$ cat config.mk
export PLATFORM = sky130hd
export DESIGN_NAME = sha256_stream_hasher_core
export DESIGN_NICKNAME = d
export VERILOG_FILES = /design/src/hw/rtl/sha_pkg.sv /design/src/hw/rtl/sha256_stream_hasher_core.sv /design/src/hw/rtl/sha_ctrl.sv /design/src/hw/rtl/sha_dp.sv
export SDC_FILE = /design/constraint.sdc
export NUM_CORES = 2
export LEC_CHECK = 0
export ABC_AREA = 0
export BUFFER_PORTS_ARGS = -buffer_cell sky130_fd_sc_hd__buf_2
export CORE_AREA = 2 2 362 364
export CTS_CLUSTER_DIAMETER = 50
export DETAILED_ROUTE_END_ITERATION = 10
export DIE_AREA = 0 0 364 366
export PLACE_DENSITY_LB_ADDON = 0.3
export SLEW_MARGIN = 40
export SYNTH_ARGS = -nofsm -noshare
export SYNTH_HDL_FRONTEND = slang
export SYNTH_SLANG_ARGS = --single-unit
export TNS_END_PERCENT = 10
$ cat constraint.sdc
create_clock -name clk -period 13.35 [get_ports clk]
set_clock_uncertainty 0.05 [all_clocks]
set_input_delay 2.0025 -clock clk [delete_from_list [all_inputs] [get_ports clk]]
set_output_delay 2.0025 -clock clk [all_outputs]
set_load 0.05 [all_outputs]
$ cat src/hw/rtl/sha_pkg.sv
package sha_pkg;

	typedef struct packed {
		logic       kind;
		logic [7:0] data_byte;
	} req_t;

	typedef struct packed {
		logic [31:0] digest_word;
		logic [2:0]  word_index;
		logic        last_word;
		logic        misuse_error;
	} rsp_t;

	localparam logic KIND_DATA   = 1'b0;
	localparam logic KIND_FINISH = 1'b1;
	localparam logic [7:0] PAD_MARK = 8'h80;

	typedef struct packed {
		logic       load_byte;
		logic       pad_shift;
		logic       pad_first;
		logic       pad_len;
		logic       init_v;
		logic       round_en;
		logic [5:0] rnd;
		logic       add_hash;
		logic       err;
		logic [2:0] widx;
	} cmd_t;

	typedef struct packed {
		logic [5:0] fill;
	} sts_t;

	localparam logic [31:0] INIT_H [8] = '{
		32'h6a09e667, 32'hbb67ae85, 32'h3c6ef372, 32'ha54ff53a,
		32'h510e527f, 32'h9b05688c, 32'h1f83d9ab, 32'h5be0cd19
	};

	localparam logic [31:0] ROUND_K [64] = '{
		32'h428a2f98, 32'h71374491, 32'hb5c0fbcf, 32'he9b5dba5,
		32'h3956c25b, 32'h59f111f1, 32'h923f82a4, 32'hab1c5ed5,
		32'hd807aa98, 32'h12835b01, 32'h243185be, 32'h550c7dc3,
		32'h72be5d74, 32'h80deb1fe, 32'h9bdc06a7, 32'hc19bf174,
		32'he49b69c1, 32'hefbe4786, 32'h0fc19dc6, 32'h240ca1cc,
		32'h2de92c6f, 32'h4a7484aa, 32'h5cb0a9dc, 32'h76f988da,
		32'h983e5152, 32'ha831c66d, 32'hb00327c8, 32'hbf597fc7,
		32'hc6e00bf3, 32'hd5a79147, 32'h06ca6351, 32'h14292967,
		32'h27b70a85, 32'h2e1b2138, 32'h4d2c6dfc, 32'h53380d13,
		32'h650a7354, 32'h766a0abb, 32'h81c2c92e, 32'h92722c85,
		32'ha2bfe8a1, 32'ha81a664b, 32'hc24b8b70, 32'hc76c51a3,
		32'hd192e819, 32'hd6990624, 32'hf40e3585, 32'h106aa070,
		32'h19a4c116, 32'h1e376c08, 32'h2748774c, 32'h34b0bcb5,
		32'h391c0cb3, 32'h4ed8aa4a, 32'h5b9cca4f, 32'h682e6ff3,
		32'h748f82ee, 32'h78a5636f, 32'h84c87814, 32'h8cc70208,
		32'h90befffa, 32'ha4506ceb, 32'hbef9a3f7, 32'hc67178f2
	};

	function automatic logic [31:0] rotr(input logic [31:0] x, input int n);
		return (x >> n) | (x << (32 - n));
	endfunction

endpackage

$ cat src/hw/rtl/sha256_stream_hasher_core.sv
// Data item: taken while idle; every 64th byte adds a block compression
// (64 rounds, one per cycle, then the hash update) during which no item is taken.
// Finish item: padding goes in at one byte per cycle up to the block end, then one or
// two compressions, then eight digest items at one per cycle as the sink takes them.
// Item after finish: one error item, next cycle.
// Reset: hash words to the initial values, byte counters cleared, ready for a new message.
module sha256_stream_hasher_core
	import sha_pkg::*;
(
	input  logic clk,
	input  logic arst_n,
	input  logic req_valid,
	output logic req_ready,
	input  req_t req,
	output logic rsp_valid,
	input  logic rsp_ready,
	output rsp_t rsp
);

	cmd_t cmd;
	sts_t sts;

	sha_ctrl u_ctrl (
		.clk       (clk),
		.arst_n    (arst_n),
		.req_valid (req_valid),
		.req_ready (req_ready),
		.req_kind  (req.kind),
		.rsp_valid (rsp_valid),
		.rsp_ready (rsp_ready),
		.sts       (sts),
		.cmd       (cmd)
	);

	sha_dp u_dp (
		.clk       (clk),
		.arst_n    (arst_n),
		.data_byte (req.data_byte),
		.cmd       (cmd),
		.sts       (sts),
		.rsp       (rsp)
	);

endmodule

$ cat src/hw/rtl/sha_ctrl.sv
module sha_ctrl
	import sha_pkg::*;
(
	input  logic clk,
	input  logic arst_n,
	input  logic req_valid,
	output logic req_ready,
	input  logic req_kind,
	output logic rsp_valid,
	input  logic rsp_ready,
	input  sts_t sts,
	output cmd_t cmd
);

	typedef enum logic [5:0] {
		S_IDLE = 6'b000001,
		S_PAD  = 6'b000010,
		S_COMP = 6'b000100,
		S_ADD  = 6'b001000,
		S_EMIT = 6'b010000,
		S_ERR  = 6'b100000
	} state_t;

	state_t     state_q;
	logic [5:0] rnd_q;
	logic [2:0] widx_q;
	logic       done_q;
	logic       fin_q;
	logic       extra_q;
	logic       first_q;

	assign req_ready = (state_q == S_IDLE);
	assign rsp_valid = (state_q == S_EMIT) || (state_q == S_ERR);

	always_comb begin
		cmd = '0;
		cmd.rnd = rnd_q;
		cmd.widx = widx_q;
		cmd.err = (state_q == S_ERR);
		unique case (state_q)
			S_IDLE: begin
				if (req_valid && !done_q && req_kind == KIND_DATA) begin
					cmd.load_byte = 1'b1;
					cmd.init_v = (sts.fill == 6'd63);
				end
			end
			S_PAD: begin
				cmd.pad_shift = 1'b1;
				cmd.pad_first = first_q;
				cmd.pad_len = !first_q && !extra_q && (sts.fill[5:3] == 3'd7);
				cmd.init_v = (sts.fill == 6'd63);
			end
			S_COMP: cmd.round_en = 1'b1;
			S_ADD:  cmd.add_hash = 1'b1;
			S_EMIT: ;
			S_ERR:  ;
			default: ;
		endcase
	end

	always_ff @(posedge clk or negedge arst_n) begin
		if (!arst_n) begin
			state_q <= S_IDLE;
			rnd_q <= '0;
			widx_q <= '0;
			done_q <= 1'b0;
			fin_q <= 1'b0;
			extra_q <= 1'b0;
			first_q <= 1'b0;
		end else begin
			unique case (state_q)
				S_IDLE: begin
					if (req_valid) begin
						if (done_q) begin
							state_q <= S_ERR;
						end else if (req_kind == KIND_DATA) begin
							if (sts.fill == 6'd63) begin
								state_q <= S_COMP;
								rnd_q <= '0;
							end
						end else begin
							state_q <= S_PAD;
							fin_q <= 1'b1;
							first_q <= 1'b1;
							extra_q <= (sts.fill[5:3] == 3'd7);
						end
					end
				end
				S_PAD: begin
					first_q <= 1'b0;
					if (sts.fill == 6'd63) begin
						state_q <= S_COMP;
						rnd_q <= '0;
					end
				end
				S_COMP: begin
					rnd_q <= rnd_q + 6'd1;
					if (rnd_q == 6'd63) begin
						state_q <= S_ADD;
					end
				end
				S_ADD: begin
					if (!fin_q) begin
						state_q <= S_IDLE;
					end else if (extra_q) begin
						extra_q <= 1'b0;
						state_q <= S_PAD;
					end else begin
						done_q <= 1'b1;
						widx_q <= '0;
						state_q <= S_EMIT;
					end
				end
				S_EMIT: begin
					if (rsp_ready) begin
						widx_q <= widx_q + 3'd1;
						if (widx_q == 3'd7) begin
							state_q <= S_IDLE;
						end
					end
				end
				S_ERR: begin
					if (rsp_ready) begin
						state_q <= S_IDLE;
					end
				end
				default: state_q <= S_IDLE;
			endcase
		end
	end

endmodule

$ cat src/hw/rtl/sha_dp.sv
module sha_dp
	import sha_pkg::*;
(
	input  logic       clk,
	input  logic       arst_n,
	input  logic [7:0] data_byte,
	input  cmd_t       cmd,
	output sts_t       sts,
	output rsp_t       rsp
);

	logic [511:0] blk_q;
	logic [5:0]   fill_q;
	logic [60:0]  total_q;
	logic [31:0]  hash_q [8];
	logic [31:0]  v_q [8];

	logic [63:0]  bits;
	logic [7:0]   pad_byte;
	logic [7:0]   shift_byte;
	logic [31:0]  w0, w1, w9, w14, w_new;
	logic [31:0]  s0, s1, big0, big1, ch, maj, t1, t2;

	assign sts.fill = fill_q;
	assign bits = {total_q, 3'b000};

	always_comb begin
		priority if (cmd.pad_first) begin
			pad_byte = PAD_MARK;
		end else if (cmd.pad_len) begin
			pad_byte = bits[8 * (7 - {29'd0, fill_q[2:0]}) +: 8];
		end else begin
			pad_byte = 8'h00;
		end
		shift_byte = cmd.load_byte ? data_byte : pad_byte;
	end

	assign w0  = blk_q[511:480];
	assign w1  = blk_q[479:448];
	assign w9  = blk_q[223:192];
	assign w14 = blk_q[63:32];
	assign s0 = rotr(w1, 7) ^ rotr(w1, 18) ^ (w1 >> 3);
	assign s1 = rotr(w14, 17) ^ rotr(w14, 19) ^ (w14 >> 10);
	assign w_new = w0 + s0 + w9 + s1;

	assign big1 = rotr(v_q[4], 6) ^ rotr(v_q[4], 11) ^ rotr(v_q[4], 25);
	assign ch   = (v_q[4] & v_q[5]) ^ (~v_q[4] & v_q[6]);
	assign big0 = rotr(v_q[0], 2) ^ rotr(v_q[0], 13) ^ rotr(v_q[0], 22);
	assign maj  = (v_q[0] & v_q[1]) ^ (v_q[0] & v_q[2]) ^ (v_q[1] & v_q[2]);
	assign t1 = v_q[7] + big1 + ch + ROUND_K[cmd.rnd] + w0;
	assign t2 = big0 + maj;

	always_ff @(posedge clk) begin
		if (cmd.load_byte || cmd.pad_shift) begin
			blk_q <= {blk_q[503:0], shift_byte};
		end else if (cmd.round_en) begin
			blk_q <= {blk_q[479:0], w_new};
		end
		if (cmd.init_v) begin
			v_q <= hash_q;
		end else if (cmd.round_en) begin
			v_q[7] <= v_q[6];
			v_q[6] <= v_q[5];
			v_q[5] <= v_q[4];
			v_q[4] <= v_q[3] + t1;
			v_q[3] <= v_q[2];
			v_q[2] <= v_q[1];
			v_q[1] <= v_q[0];
			v_q[0] <= t1 + t2;
		end
	end

	always_ff @(posedge clk or negedge arst_n) begin
		if (!arst_n) begin
			fill_q <= '0;
			total_q <= '0;
			hash_q <= INIT_H;
		end else begin
			if (cmd.load_byte || cmd.pad_shift) begin
				fill_q <= fill_q + 6'd1;
			end
			if (cmd.load_byte) begin
				total_q <= total_q + 61'd1;
			end
			if (cmd.add_hash) begin
				for (int i = 0; i < 8; i++) begin
					hash_q[i] <= hash_q[i] + v_q[i];
				end
			end
		end
	end

	always_comb begin
		if (cmd.err) begin
			rsp.digest_word = '0;
			rsp.word_index = '0;
			rsp.last_word = 1'b1;
			rsp.misuse_error = 1'b1;
		end else begin
			rsp.digest_word = hash_q[cmd.widx];
			rsp.word_index = cmd.widx;
			rsp.last_word = (cmd.widx == 3'd7);
			rsp.misuse_error = 1'b0;
		end
	end

endmodule

==> out/qor.txt <==
Area of the core = 129000 sq um
Number of CTS-inserted buffers = 148
Count of TritonRoute iterations in the first routing pass = 6
Area share of the largest cell type after synthesis = 30.48%
Proportion of power drawn by the clock network = 18.8%
Grt ovf = 0
Number of port buffers = 51
Worst-case setup margin in the final layout = 2533 ps
Die outline area = 133200 sq um
Number of DRC violations after detailed routing = 0
Global Route Usage Sum = 34.02%
Net switching share of the total power = 43.54%
Area of the mapped netlist = 75670 sq um
PD cells = 261.2 nW/um^2
Switching power = 0.009356 W
Proportion of layout cells with a drive suffix above 1 = 8.189%
Yosys warning total = 0
Crit Path Class = reg -> reg
Sequential area share after synthesis = 42.01%
Post-synthesis adder-cell area fraction = 11.78%
Share of total power in combinational logic = 53.5%
Internal power = 0.01213 W
Kind of start point of the critical path = flip-flop
Sink Count = 1110
Hold-fix buffers, CTS = 0
Share of cell area taken by muxes after synthesis = 3.646%
Share of the cycle needed by the critical path after routing = 81.03%
Maximum fanout along the worst path = 17
Post-layout total power = 0.02149 W
Flops & latches, synth = 1110
TritonCTS clock tree = yes
Max Root-Sink Buffers = 3
Total cell area at the placement stage = 77200 sq um
Library cell appearing most often on the critical path = inv_1
Post-layout min period = 10820 ps
Final #Nets = 8675
Final-report max-slew violation count = 0
Clock transition at the registers of the reported paths = 60 ps
Starting density of the core = 58.66%
Synth top area cells = edfxtp_1, nand2_1, dfrtp_1
Worst relative slew slack = 41.65%
Number of endpoints with negative hold slack in the final report = 0
Wire length after detailed routing = 226900 microns
Via count = 60577
Critical path capture point type = flip-flop
Number of nets still failing antenna checks after routing = 0
Worst setup slack before clock tree synthesis = 2857 ps
Cell taking the most area after synthesis = edfxtp_1
Height of the die = 366 microns
Synthesized-area fraction occupied by xor and xnor cells = 7.454%
Number of antenna violations at the first check in global routing = 3
P_leak = 36.10 nW
Max-capacitance violation count = 0
Skew-Pair Late Insertion Delay = 800 ps
Routed length per instance = 22.84 microns
Synthesis-to-layout area growth = 8.737%
Reg power frac = 27.8%
Number of failing setup endpoints in the final timing report = 0
DR iter-0 viols = 6718
Library cell used as clock root buffer = clkbuf_16
Critical Path RT = 13800 ps
Final core area utilization = 63.79%
Fin Setup TNS = 0 ps
First-pass GRT wire length = 347600 microns
Cell area after layout = 82280 sq um
Worst stage delay on the critical path = 780 ps
Sum of net half-perimeters after detailed placement = 166700 microns
Result of the run = completed
Synth Flop Type = edfxtp_1
Via density per instance = 6.095
RSZ-0062 raised after global routing = false
Boundary pin count = 52
Mean instance size in the synthesized netlist = 9.172 sq um
Top achievable clock speed = 92.44 MHz
Top-count cell post-synth = nand2_1
Area share of and/or/nand/nor cells after synthesis = 18.12%
Largest net degree at the start of global routing = 145
Top cells by instance count after synthesis = nand2_1, edfxtp_1, o21ai_0
Number of synthesized flops with an enable pin = 768
Number of instances in the synthesized netlist = 8250
Cell row count = 132
Distinct cell type count of the synthesized netlist = 97
H-tree Lvls = 4
Compound-gate portion of the synthesized area = 12.87%
Post-CTS setup buffer count = 0
Number of resized instances in the post-cts repair step = 0
Last weighted congestion value of the routability-driven placer = 1.031
Fraction of registers with async set/reset = 30.81%
VDD IR max = 0.3951 mV
Transition time at the pin with the least slew margin = 866.1 ps
Worst EP arrival = 11270 ps
Register-to-register setup slack = 2530 ps
Path type of the worst min-delay path = reg -> reg
Die boundary width = 364 microns
Post-Syn Nets = 8856
Slowest cell on crit path = dfrtp_1
Largest family of logic cells by synthesized area = simple AND/OR/NAND/NOR gates
Vias in the first global route = 59136
## layer usage
metal / track usage, % / up-vias / share of wire [%]
li1: - / 27882 / -
met1: 43.04 / 29354 / 38
met2: 54.82 / 2687 / 47
met3: 6.249 / 652 / 8.1
met4: 19.57 / 2 / 6.7
met5: 0 / - / 0.0048
## power groups by stage
stage	logic [W]	registers [W]	clock network (W)
final	0.0115	0.00597	0.00403
after global routing	0.0126	0.00602	0.00421
after CTS	0.0113	0.00595	0.00407
after detailed placement	0.0112	0.00600	0
after global placement	0.0109	0.00600	0
after floorplan	0.00835	0.00576	0
## logic make-up (layout without fill, tap and decap cells)
kind of cell	after synthesis	count (layout)
AND/OR/NAND/NOR	3345	3345
AO/OA/AOI/OAI	1563	1563
flip-flops	1110	1110
buffers and inverters	822	766
XOR/XNOR	644	644
adder cells (fa/ha/maj)	596	596
multiplexers	170	170
other	0	2
## through the flow
step / cells / hold slack, ps
detailed placement: 9659 / 405.6
finish: 9938 / 424.0
global route: 9936 / 446.0
CTS: 9934 / 422.8
floorplan: 8250 / 387.2
global placement: 9651 / 406.0
## cell usage in the layout, fill, tap and decap left out, types with 43 or more instances in the layout
master and count:
o31ai_1 52, ha_1 398, fa_1 195, a21o_1 184, dfrtp_1 198, clkbuf_16 153, buf_4 43, nor2_1 337
o21bai_1 47, nor3_1 65, o21ai_0 510, mux2i_1 71, buf_2 50, mux4_2 83, a21oi_1 384, xnor2_1 394
xor2_1 249, a211oi_1 52, edfxtp_1 768, inv_1 369, a31oi_1 49, nand3_1 100, nand2b_1 60, nand2_1 2530
dfstp_2 137
## sequential cells by signal, summed over array words and instances, names as in the netlist
name	count
u_ctrl.done_q	1
u_ctrl.extra_q	1
u_ctrl.fin_q	1
u_ctrl.first_q	1
u_ctrl.rnd_q	6
u_ctrl.state_q	6
u_ctrl.widx_q	3
u_dp.blk_q	512
u_dp.hash_q	256
u_dp.sts	6
u_dp.total_q	61
u_dp.v_q	256
## cell type report
| class | count | area, sq um |
|---|---|---|
| multi-input combinational | 6318 | 40860 |
| fill | 10418 | 46710 |
| clock buffer | 188 | 4020 |
| timing repair buffer | 118 | 1044 |
| sequential | 1110 | 31800 |
| inverter | 373 | 1400 |
| tap | 1742 | 2180 |
| clock inverter | 87 | 973.4 |
| antenna | 2 | 5.005 |
## worst paths after layout
check                            startpoint          endpoint  cells past startpoint
min                        u_dp.total_q[60]  u_dp.total_q[60]                      1
min reg2reg                u_dp.total_q[60]  u_dp.total_q[60]                      1
max in group asynchronous            arst_n  u_ctrl.widx_q[0]                      4
max reg2reg                 u_ctrl.rnd_q[1]     u_dp.v_q[254]                     38
max                         u_ctrl.rnd_q[1]     u_dp.v_q[254]                     38
min in group asynchronous            arst_n  u_dp.hash_q[190]                      1
## worst max-delay path, delay by kind of cell, from the launching register on
kind | cells | cell delay, ps
AO/OA/AOI/OAI | 14 | 3300
XOR/XNOR | 2 | 470
adder cells (fa/ha/maj) | 7 | 3340
buffers and inverters | 7 | 1140
flip-flops | 1 | 780
AND/OR/NAND/NOR | 8 | 1430
Note: power is estimated with default switching activity, not from simulation.
